### src/pdq_pkg.sv
// Package for the pid deque: item types, opcodes, status codes and cell controls.
package pdq_pkg;

  // Width of the pid field on the ports.
  localparam int PID_FIELD_W = 16;
  // Width of the occupancy field on the ports.
  localparam int OCC_FIELD_W = 5;

  // Operations carried by an input item.
  typedef enum logic [1:0] {
    OP_PUSH_HEAD = 2'd0,
    OP_PUSH_TAIL = 2'd1,
    OP_POP_HEAD  = 2'd2,
    OP_REMOVE    = 2'd3
  } op_t;

  // Status reported with every result item.
  typedef enum logic [1:0] {
    ST_DONE  = 2'd0,
    ST_EMPTY = 2'd1,
    ST_FULL  = 2'd2
  } status_t;

  // What one cell loads at the next clock edge.
  typedef enum logic [1:0] {
    CELL_HOLD  = 2'd0,
    CELL_LEFT  = 2'd1,
    CELL_RIGHT = 2'd2,
    CELL_PID   = 2'd3
  } cell_op_t;

  // One input item.
  typedef struct packed {
    op_t                    opcode;
    logic [PID_FIELD_W-1:0] pid;
  } in_item_t;

  // One result item.
  typedef struct packed {
    logic [PID_FIELD_W-1:0] popped_pid;
    status_t                status;
    logic [OCC_FIELD_W-1:0] occupancy;
  } out_item_t;

endpackage

### src/pdq_cell.sv
// One cell of the deque row: holds one pid and compares it with the search key.
module pdq_cell #(
  parameter int W = 16
) (
  input  logic             clk,
  input  pdq_pkg::cell_op_t op,
  input  logic [W-1:0]     left,
  input  logic [W-1:0]     right,
  input  logic [W-1:0]     pid,
  input  logic             occupied,
  output logic [W-1:0]     data,
  output logic             hit
);
  import pdq_pkg::*;

  // Load from the neighbor toward the head, toward the tail, or the new pid, or hold.
  always_ff @(posedge clk) begin
    case (op)
      CELL_LEFT:  data <= left;
      CELL_RIGHT: data <= right;
      CELL_PID:   data <= pid;
      CELL_HOLD:  data <= data;
      default:    data <= data;
    endcase
  end

  // A stored pid matches the key only when this cell is in use.
  assign hit = occupied && (data == pid);

endmodule

### src/pid_deque_with_remove.sv
// Top level of the pid deque: a row of cells with shared control and an output register.
// A bounded ordered queue of process ids held in a row of DEPTH cells, head at cell 0.
// Every accepted item (push at head, push at tail, pop head, remove by pid) yields one
// result item in the next cycle, and a new item is taken in every cycle unless a result
// is waiting and the output side stalls. All cells shift toward the head or the tail in
// the same cycle, and a remove finds the first matching cell across the whole row with
// one wide subtract over the match vector. Only the low PID_BITS bits of a pid (at most
// 16) are stored and compared. The occupancy field carries the low five bits of the
// stored count. No clearing pass follows reset.
module pid_deque_with_remove #(
  parameter int DEPTH    = 16,
  parameter int PID_BITS = 16
) (
  input  logic               clk,
  input  logic               rst,
  input  logic               in_valid,
  output logic               in_stall,
  input  pdq_pkg::in_item_t  in_item,
  output logic               out_valid,
  input  logic               out_stall,
  output pdq_pkg::out_item_t out_item
);
  import pdq_pkg::*;

  localparam int SW = (PID_BITS < PID_FIELD_W) ? PID_BITS : PID_FIELD_W;
  localparam int CW = $clog2(DEPTH + 1);

  logic              in_accept;
  logic [SW-1:0]     key;
  logic [CW-1:0]     count;
  logic [CW-1:0]     count_next;
  logic              full;
  logic              empty;
  logic [DEPTH-1:0]  hits;
  logic [DEPTH-1:0]  occupied;
  logic [DEPTH-1:0]  hits_less;
  logic [DEPTH-1:0]  upto_first;
  logic [DEPTH-1:0]  first_hit;
  logic [DEPTH-1:0]  shift_mask;
  logic              found;
  logic [SW-1:0]     cell_data [DEPTH];
  logic [SW-1:0]     left_in   [DEPTH];
  logic [SW-1:0]     right_in  [DEPTH];
  cell_op_t          cell_ops  [DEPTH];
  out_item_t         result;
  logic [CW+OCC_FIELD_W-1:0] count_wide;

  // Handshake: a new item enters unless a result waits on a stalled output.
  assign in_stall  = out_valid && out_stall;
  assign in_accept = in_valid && !in_stall;
  assign key       = in_item.pid[SW-1:0];
  assign full      = (count == CW'(DEPTH));
  assign empty     = (count == '0);

  // Neighbor wiring and the in-use mask of each cell.
  always_comb begin
    for (int i = 0; i < DEPTH; i++) begin
      left_in[i]  = (i == 0) ? key : cell_data[(i == 0) ? 0 : i - 1];
      right_in[i] = (i == DEPTH - 1) ? cell_data[i] : cell_data[(i == DEPTH - 1) ? i : i + 1];
      occupied[i] = (count > CW'(i));
    end
  end

  // First match from the head: the lowest set bit of the match vector.
  assign hits_less  = hits - {{(DEPTH-1){1'b0}}, 1'b1};
  assign upto_first = hits ^ hits_less;
  assign first_hit  = hits & ~hits_less;
  assign shift_mask = ~upto_first | first_hit;
  assign found      = |hits;

  // Per-cell load selection for the accepted item.
  always_comb begin
    for (int i = 0; i < DEPTH; i++) begin
      cell_ops[i] = CELL_HOLD;
      if (in_accept) begin
        case (in_item.opcode)
          OP_PUSH_HEAD: if (!full) cell_ops[i] = CELL_LEFT;
          OP_PUSH_TAIL: if (!full && count == CW'(i)) cell_ops[i] = CELL_PID;
          OP_POP_HEAD:  if (!empty) cell_ops[i] = CELL_RIGHT;
          OP_REMOVE:    if (found && shift_mask[i]) cell_ops[i] = CELL_RIGHT;
          default:      cell_ops[i] = CELL_HOLD;
        endcase
      end
    end
  end

  // The row of cells.
  for (genvar g = 0; g < DEPTH; g++) begin : g_cell
    pdq_cell #(.W(SW)) u_cell (
      .clk      (clk),
      .op       (cell_ops[g]),
      .left     (left_in[g]),
      .right    (right_in[g]),
      .pid      (key),
      .occupied (occupied[g]),
      .data     (cell_data[g]),
      .hit      (hits[g])
    );
  end

  // Result and next count for the item on the input.
  always_comb begin
    count_next        = count;
    result.popped_pid = '0;
    result.status     = ST_DONE;
    case (in_item.opcode)
      OP_PUSH_HEAD, OP_PUSH_TAIL: begin
        if (full) result.status = ST_FULL;
        else count_next = count + 1'b1;
      end
      OP_POP_HEAD: begin
        if (empty) begin
          result.status = ST_EMPTY;
        end else begin
          result.popped_pid = PID_FIELD_W'(cell_data[0]);
          count_next        = count - 1'b1;
        end
      end
      OP_REMOVE: begin
        if (!found) result.status = ST_EMPTY;
        else count_next = count - 1'b1;
      end
      default: count_next = count;
    endcase
    count_wide       = {{OCC_FIELD_W{1'b0}}, count_next};
    result.occupancy = count_wide[OCC_FIELD_W-1:0];
  end

  // Stored count.
  always_ff @(posedge clk) begin
    if (rst) begin
      count <= '0;
    end else if (in_accept) begin
      count <= count_next;
    end
  end

  // Output register.
  always_ff @(posedge clk) begin
    if (rst) begin
      out_valid <= 1'b0;
    end else if (in_accept) begin
      out_valid <= 1'b1;
    end else if (!out_stall) begin
      out_valid <= 1'b0;
    end
  end

  always_ff @(posedge clk) begin
    if (in_accept) begin
      out_item <= result;
    end
  end

endmodule

### config.mk
export PLATFORM = sky130hd
export DESIGN_NAME = pid_deque_with_remove
export DESIGN_NICKNAME = d
export VERILOG_FILES = /design/src/pdq_pkg.sv /design/src/pdq_cell.sv /design/src/pid_deque_with_remove.sv
export SDC_FILE = /design/constraint.sdc
export NUM_CORES = 1
export LEC_CHECK = 0
export BUFFER_PORTS_ARGS = -buffer_cell sky130_fd_sc_hd__buf_2
export CAP_MARGIN = 30
export CORE_UTILIZATION = 50
export DETAILED_ROUTE_END_ITERATION = 8
export MAX_ROUTING_LAYER = met4
export PLACE_DENSITY = 0.66
export SYNTH_ARGS = -nofsm -noshare
export SYNTH_HDL_FRONTEND = slang
export SYNTH_SLANG_ARGS = --single-unit
export TNS_END_PERCENT = 20
### constraint.sdc
create_clock -name clk -period 4.55 [get_ports clk]
set_input_delay 0.455 -clock clk [delete_from_list [all_inputs] [get_ports clk]]
set_output_delay 0.455 -clock clk [all_outputs]
set_load 0.005 [all_outputs]
* After elaboration in Yosys (flattened, before gate mapping)
Cells that the tools add are included.
W data, S select, Z words.
** Storage, ports and cells
- Register bits after elaboration :: 285
- Input bits :: 22
- Output and inout bits :: 25
- Logic and storage cells :: 297
** Operators by class
- Add/sub/neg operators :: 3
- $lt $le $gt $ge :: 16
- Eq/ne operators :: 84
- Multiplexer cells :: 92
- Bitwise gates (word level) :: 6
- Reduce and logical (&&, ||, !) cells :: 75
** Operator list (count)
- $pmux W16 S3 :: 14
- $eq A16 B16 Y1 :: 16
- $pmux W2 S4 :: 16
- $mux W2 :: 50
- $eq A2 B2 Y1 const B :: 34
- $pmux W16 S2 :: 2
- $logic_and A1 B1 Y1 :: 50
- $eq A5 B4 Y1 const B :: 8
- $gt A5 B4 Y1 const B :: 8
- $eq A2 B1 Y1 const B :: 17
- $logic_not A2 Y1 :: 17
- $not A16 Y16 :: 2
- $eq A5 B3 Y1 const B :: 4
- $gt A5 B3 Y1 const B :: 4
- $and A16 B16 Y16 :: 1
- $or A16 B16 Y16 :: 1
- $reduce_or A16 Y1 :: 1
- $sub A16 B1 Y16 const B :: 1
- $xor A16 B16 Y16 :: 1
- $mux W5 :: 3
- $pmux W5 S3 :: 1
- $eq A5 B2 Y1 const B :: 2
- $gt A5 B1 Y1 const B :: 2
- $gt A5 B2 Y1 const B :: 2
- 11 further kinds :: 19

* Logic depth before layout (Yosys ltp)
- Depth after elaboration :: 13
- Depth in mapped cells :: 14
- Depth with buffers taken out :: 11

* Hierarchy
A second synthesis with hierarchy kept.
** Unflattened totals
- Cell total of the unflattened synthesis :: 1755
- Area, all modules :: 18078.6 um^2
** By module, submodules not included
- pdq_cell :: instances 16, cells an instance 93, area an instance 996.0 um^2, sequential area each 480.5 um^2
- pid_deque_with_remove :: instances 1, cells an instance 267, area an instance 2143.3 um^2, sequential area each 810.8 um^2

* Least setup slack after synthesis
No wires, ideal clock.
- Path kind :: register to register
- Start point :: register count[1]
- End point :: register g_cell[14].u_cell.data[0], enable pin
- Setup time :: 0.411 ns
- Data arrival time :: 3.179 ns
- Required time :: 4.139 ns
- Slack :: 0.959 ns
- Cell stages (with the launch flop) :: 12
- Buffers on the path :: 1
- Clock period less this slack :: 3.591 ns
- Path through :: dfxtp_1 > buf_2 > inv_1 > ha_1 > nor2b_1 > a2111oi_0 > nand3_1 > o22ai_2 > nor3_4 > nand3_4 > nor4_4 > o21ai_0
** On the way
- Word-level cells in the longest chain between the ends :: 11
- Elaborated cells on any way between the ends :: 52
- Those cells by class :: 1 x add/sub; 16 x order compare; 2 x eq/ne; 6 x mux; 5 x bitwise; 22 x reduce/logical
** RTL lines
- from (decl) :: RTL line pid_deque_with_remove.sv:30 : logic [CW-1:0] count;
- from (signal assigned) :: RTL line pid_deque_with_remove.sv:134 : count <= count_next;
- $gt A5 B1 Y1 (tied with other cells) :: RTL line pid_deque_with_remove.sv:60 : occupied[i] = (count > CW'(i));
- $logic_and A1 B1 Y1 :: RTL line pdq_cell.sv:28 : assign hit = occupied && (data == pid);
- $sub A16 B1 Y16 :: RTL line pid_deque_with_remove.sv:65 : assign hits_less = hits - {{(DEPTH-1){1'b0}}, 1'b1};
- $xor A16 B16 Y16 or $not A16 Y16 (tied branches) :: RTL line pid_deque_with_remove.sv:66, pid_deque_with_remove.sv:67
- $not A16 Y16 or $and A16 B16 Y16 (tied branches) :: RTL line pid_deque_with_remove.sv:68, pid_deque_with_remove.sv:67
- $or A16 B16 Y16 :: RTL line pid_deque_with_remove.sv:68 : assign shift_mask = ~upto_first | first_hit;
- $logic_and A1 B1 Y1 :: RTL line pid_deque_with_remove.sv:80 : OP_REMOVE: if (found && shift_mask[i]) cell_ops[i] = CELL_RIGHT;
- $mux W2 :: RTL line pid_deque_with_remove.sv:80
- $pmux W2 S4 * :: RTL line pid_deque_with_remove.sv:76 : case (in_item.opcode)
- $mux W2 * :: RTL line pid_deque_with_remove.sv:75 : if (in_accept) begin
- $logic_not A2 Y1 * :: RTL line pdq_cell.sv:18 : case (op)
- to (signal assigned) :: RTL line pdq_cell.sv:19 : CELL_LEFT: data <= left;
- to (signal assigned) :: RTL line pdq_cell.sv:20 : CELL_RIGHT: data <= right;
- to (signal assigned) :: RTL line pdq_cell.sv:21 : CELL_PID: data <= pid;
- to (decl) :: RTL line pdq_cell.sv:11 : output logic [W-1:0] data,
Mark *: on every way between the ends. The rest lies on a longest branch, timed or not.
A chain may end at the register's enable or synchronous reset.

* Final worst setup path
- Start point :: register count[0]
- End point :: register g_cell[2].u_cell.data[2], enable pin
** On the way
- Word-level cells in the longest chain between the ends :: 11
- Elaborated cells on any way between the ends :: 52
- Those cells by class :: 1 x add/sub; 16 x order compare; 2 x eq/ne; 6 x mux; 5 x bitwise; 22 x reduce/logical
** RTL lines (RTL line)
- $gt A5 B1 Y1 or $gt A5 B2 Y1 (tied branches) :: pid_deque_with_remove.sv:60
- $logic_and A1 B1 Y1 :: pdq_cell.sv:28
- $sub A16 B1 Y16 :: pid_deque_with_remove.sv:65
- $xor A16 B16 Y16 or $not A16 Y16 (tied branches) :: pid_deque_with_remove.sv:66, pid_deque_with_remove.sv:67
- $not A16 Y16 or $and A16 B16 Y16 (tied branches) :: pid_deque_with_remove.sv:68, pid_deque_with_remove.sv:67
- $or A16 B16 Y16 :: pid_deque_with_remove.sv:68
- $logic_and A1 B1 Y1 :: pid_deque_with_remove.sv:80
- $mux W2 :: pid_deque_with_remove.sv:80
- $pmux W2 S4 * :: pid_deque_with_remove.sv:76
- $mux W2 * :: pid_deque_with_remove.sv:75
- $logic_not A2 Y1 * :: pdq_cell.sv:18
- to (signal assigned) :: pdq_cell.sv:19
- to (signal assigned) :: pdq_cell.sv:20
- to (signal assigned) :: pdq_cell.sv:21
- to (decl) :: pdq_cell.sv:11
Marked as above.

==> flow_summary.toml <==
[outcome]
outcome = "finished clean"

[critical_path]
worst_path_most_repeated_cell = "nand2_1"
critPathRequiredTime_ns = 4.69
worst_setup_path_end_kind = "register"
path_max_fanout = 17
worstPathArrival_ns = 4.39
crit_family = "simple AND/OR/NAND/NOR gates"
worstSetupPathType = "reg -> reg"
reg2reg_from = "count[0]$_SDFFE_PP0P_"
crit_buf_inv = 3
cpPeakStageDelay_ns = 0.75
timing.rr.end = "g_cell[2].u_cell.data[2]$_DFFE_PP_"
worst_setup_path_start_kind = "register"
cp-startpoint = "count[0]$_SDFFE_PP0P_"
ff2ff_setup_slack_ns = 0.31
cp_slowest_cell = "a211oi_1"
reg2reg_depth = 9
cp_cell_sequence = "inv_1 > ha_1 > nand2_1 > nor2_1 > buf_4 > a211oi_1 > buf_4 > nand2_1 > nand2_1"

[floorplan]
ios = 47
start_util = 0.509
num_rows = 71
die_w_um = 198
core_area_mm2 = 0.0378
die_area_mm2 = 0.0392
die_height_um = 198

[yosys]
netlist.area_leader.share = 0.436
synth_ff_type = "edfxtp_1"
syn-num-nets = 1592
ys_ff_latch = 285
yosysWarningCount = 0
yosysSeqAreaShare = 0.442
ys_types = 80
synth_edf_count = 279
syn_inst = 1564
yosys-top-cells-area = "edfxtp_1 44%, mux2_2 17%, xor2_1 6.5%"
synth.most_common_cell = "mux2_2"
syn-cell-area_mm2 = 0.0192
avgSynthCellArea_um2 = 12.3
yosys-top-cells-count = "293 x mux2_2, 279 x edfxtp_1, 142 x xor2_1"
yosysTopAreaCell = "edfxtp_1"
synthArstFlopShare = 0

[routing]
vias_per_cell = 6.04
antenna_left = 0
drt_wl_total_um = 54100
drt_iter0_drc = 1365
vias = 12900
wl_per_cell_um = 25.4
route.detailed.drc = 0
drt-pass1-iter-count = 6

[cells_and_area]
syn_to_final_growth_pct = 9.18
drive_above_1_share = 0.330
num-fill-cells = 3193
regArea_mm2 = 0.00850
final_util = 0.556
multi_input_area_mm2 = 0.00991
diodes = 0
final_nets = 1622

[placement]
place_congestion = 0.970
place_hpwl_um = 39100
io_buffers = 46

[timing]
period_needed_ns = 4.24
relSlewSlack = 0.359
slew_viol_final = 0
worst_pin_slew_ns = 0.958
whs_ns = 0.171
rsz0062_at_grt = "false"
setup_viol = 0
hold_viol_final = 0
max_freq_ghz = 0.236
setup_tns_ns = 0
fin_crit_sh = 0.932
fin_skew_ns = 0.0204

[clock_tree]
cts.repair.resized = 0
root_buffer = "clkbuf_16"
cts_buffers = 35
cts_max_path_buffers = 3
clock_sinks = 285
ctsHoldBuffers = 0
path_clk_slew_ns = 0.06
cts_htree_levels = 2
post_cts_buffers = 0
clk_latency_ns = 0.53
cts_tree = "yes"

[worst_hold_path]
hp-class = "in -> reg"
whs_path_depth = 3
min_to = "out_valid$_SDFFE_PP0P_"
worstHoldStart = "in_valid"

[global_route]
grtUsageTotal = 0.290
grt_pass1_wl_um = 82500
grt_max_degree = 34
grt_overflow = 0
antenna_found_initial = 0
grt_pass1_vias = 12800

[power_and_ir_drop]
ir_worst_vdd_uv = 191
power-per-cell-area_mw_per_mm2 = 344
p_total_mw = 7.22
p_leak_nw = 7.70

[flow_run]
maxCapViolCount = 0
sequential cells by signal, indices dropped and copies added, names as in the netlist:
| signal | count |
|---|---|
| g_cell.u_cell.data | 256 |
| out_item | 23 |
| count | 5 |
| out_valid | 1 |
cell usage in the layout, fill, tap and decap left out, types with 7 or more instances in the layout:
cell and count:
nor3_1 9, clkinv_1 7, nand4_1 31, o21ai_0 33, mux2_4 27, mux2_1 65
nand2_1 73, xnor2_1 115, and2_1 19, buf_4 72, nand3_1 17, clkbuf_16 37
nor2_1 68, mux2i_1 48, xor2_1 142, mux2_2 293, edfxtp_1 279, inv_1 8
buf_2 46, nor4_1 39, a21oi_1 46, clkbuf_1 10
routing by layer:
metal	global-route usage	wire length, um
met1	0.422	25300
met2	0.427	24100
met3	0.0421	3680
met4	0.0657	945
met5	-	0
area by class of cell:
class	instances	share of cell area
timing repair buffer	120	0.0384
multi-input combinational	1142	0.472
tap	511	0.0305
clock inverter	13	0.00656
inverter	10	0.00179
sequential	285	0.405
clock buffer	47	0.0459
report_power, final:
group          switching, mW  internal [mW]
Sequential             0.191           3.11
Clock                   1.10           1.65
Combinational          0.657          0.516
cell families after synthesis:
| kind of cell | count (synthesis) | share of synthesized area |
|---|---|---|
| mux | 433 | 0.256 |
| simple gates | 301 | 0.0845 |
| flops | 285 | 0.442 |
| xor+xnor | 259 | 0.119 |
| compound gates | 143 | 0.0511 |
| buf+inv | 137 | 0.0439 |
| fa+ha+maj | 6 | 0.00390 |
through the flow:
step,cell area (um2),setup slack (ns),std cells
2_1_floorplan,19200,0.959,1564
3_3_place_gp,19900,0.475,2067
3_5_place_dp,19900,0.448,2068
4_1_cts,21000,0.423,2128
5_1_grt,21000,0.0563,2128
6_report,21000,0.309,2128
worst min-delay path, cell delays in order:
cell and delay (ns):
buf_2 0.09, nor2_1 0.04, nor2_1 0.06
how the worst max path moves through the flow:
stage / cells past startpoint / end / slack, ns
after CTS: 9 / g_cell[2].u_cell.data[2]$_DFFE_PP_ / 0.42
after detailed placement: 9 / g_cell[2].u_cell.data[15]$_DFFE_PP_ / 0.45
final: 9 / g_cell[2].u_cell.data[2]$_DFFE_PP_ / 0.31
after global placement: 9 / g_cell[2].u_cell.data[1]$_DFFE_PP_ / 0.47
after global routing: 12 / g_cell[5].u_cell.data[0]$_DFFE_PP_ / 0.06
after floorplan: 11 / g_cell[14].u_cell.data[0]$_DFFE_PP_ / 0.96
Power figures use the tool's default switching activity.
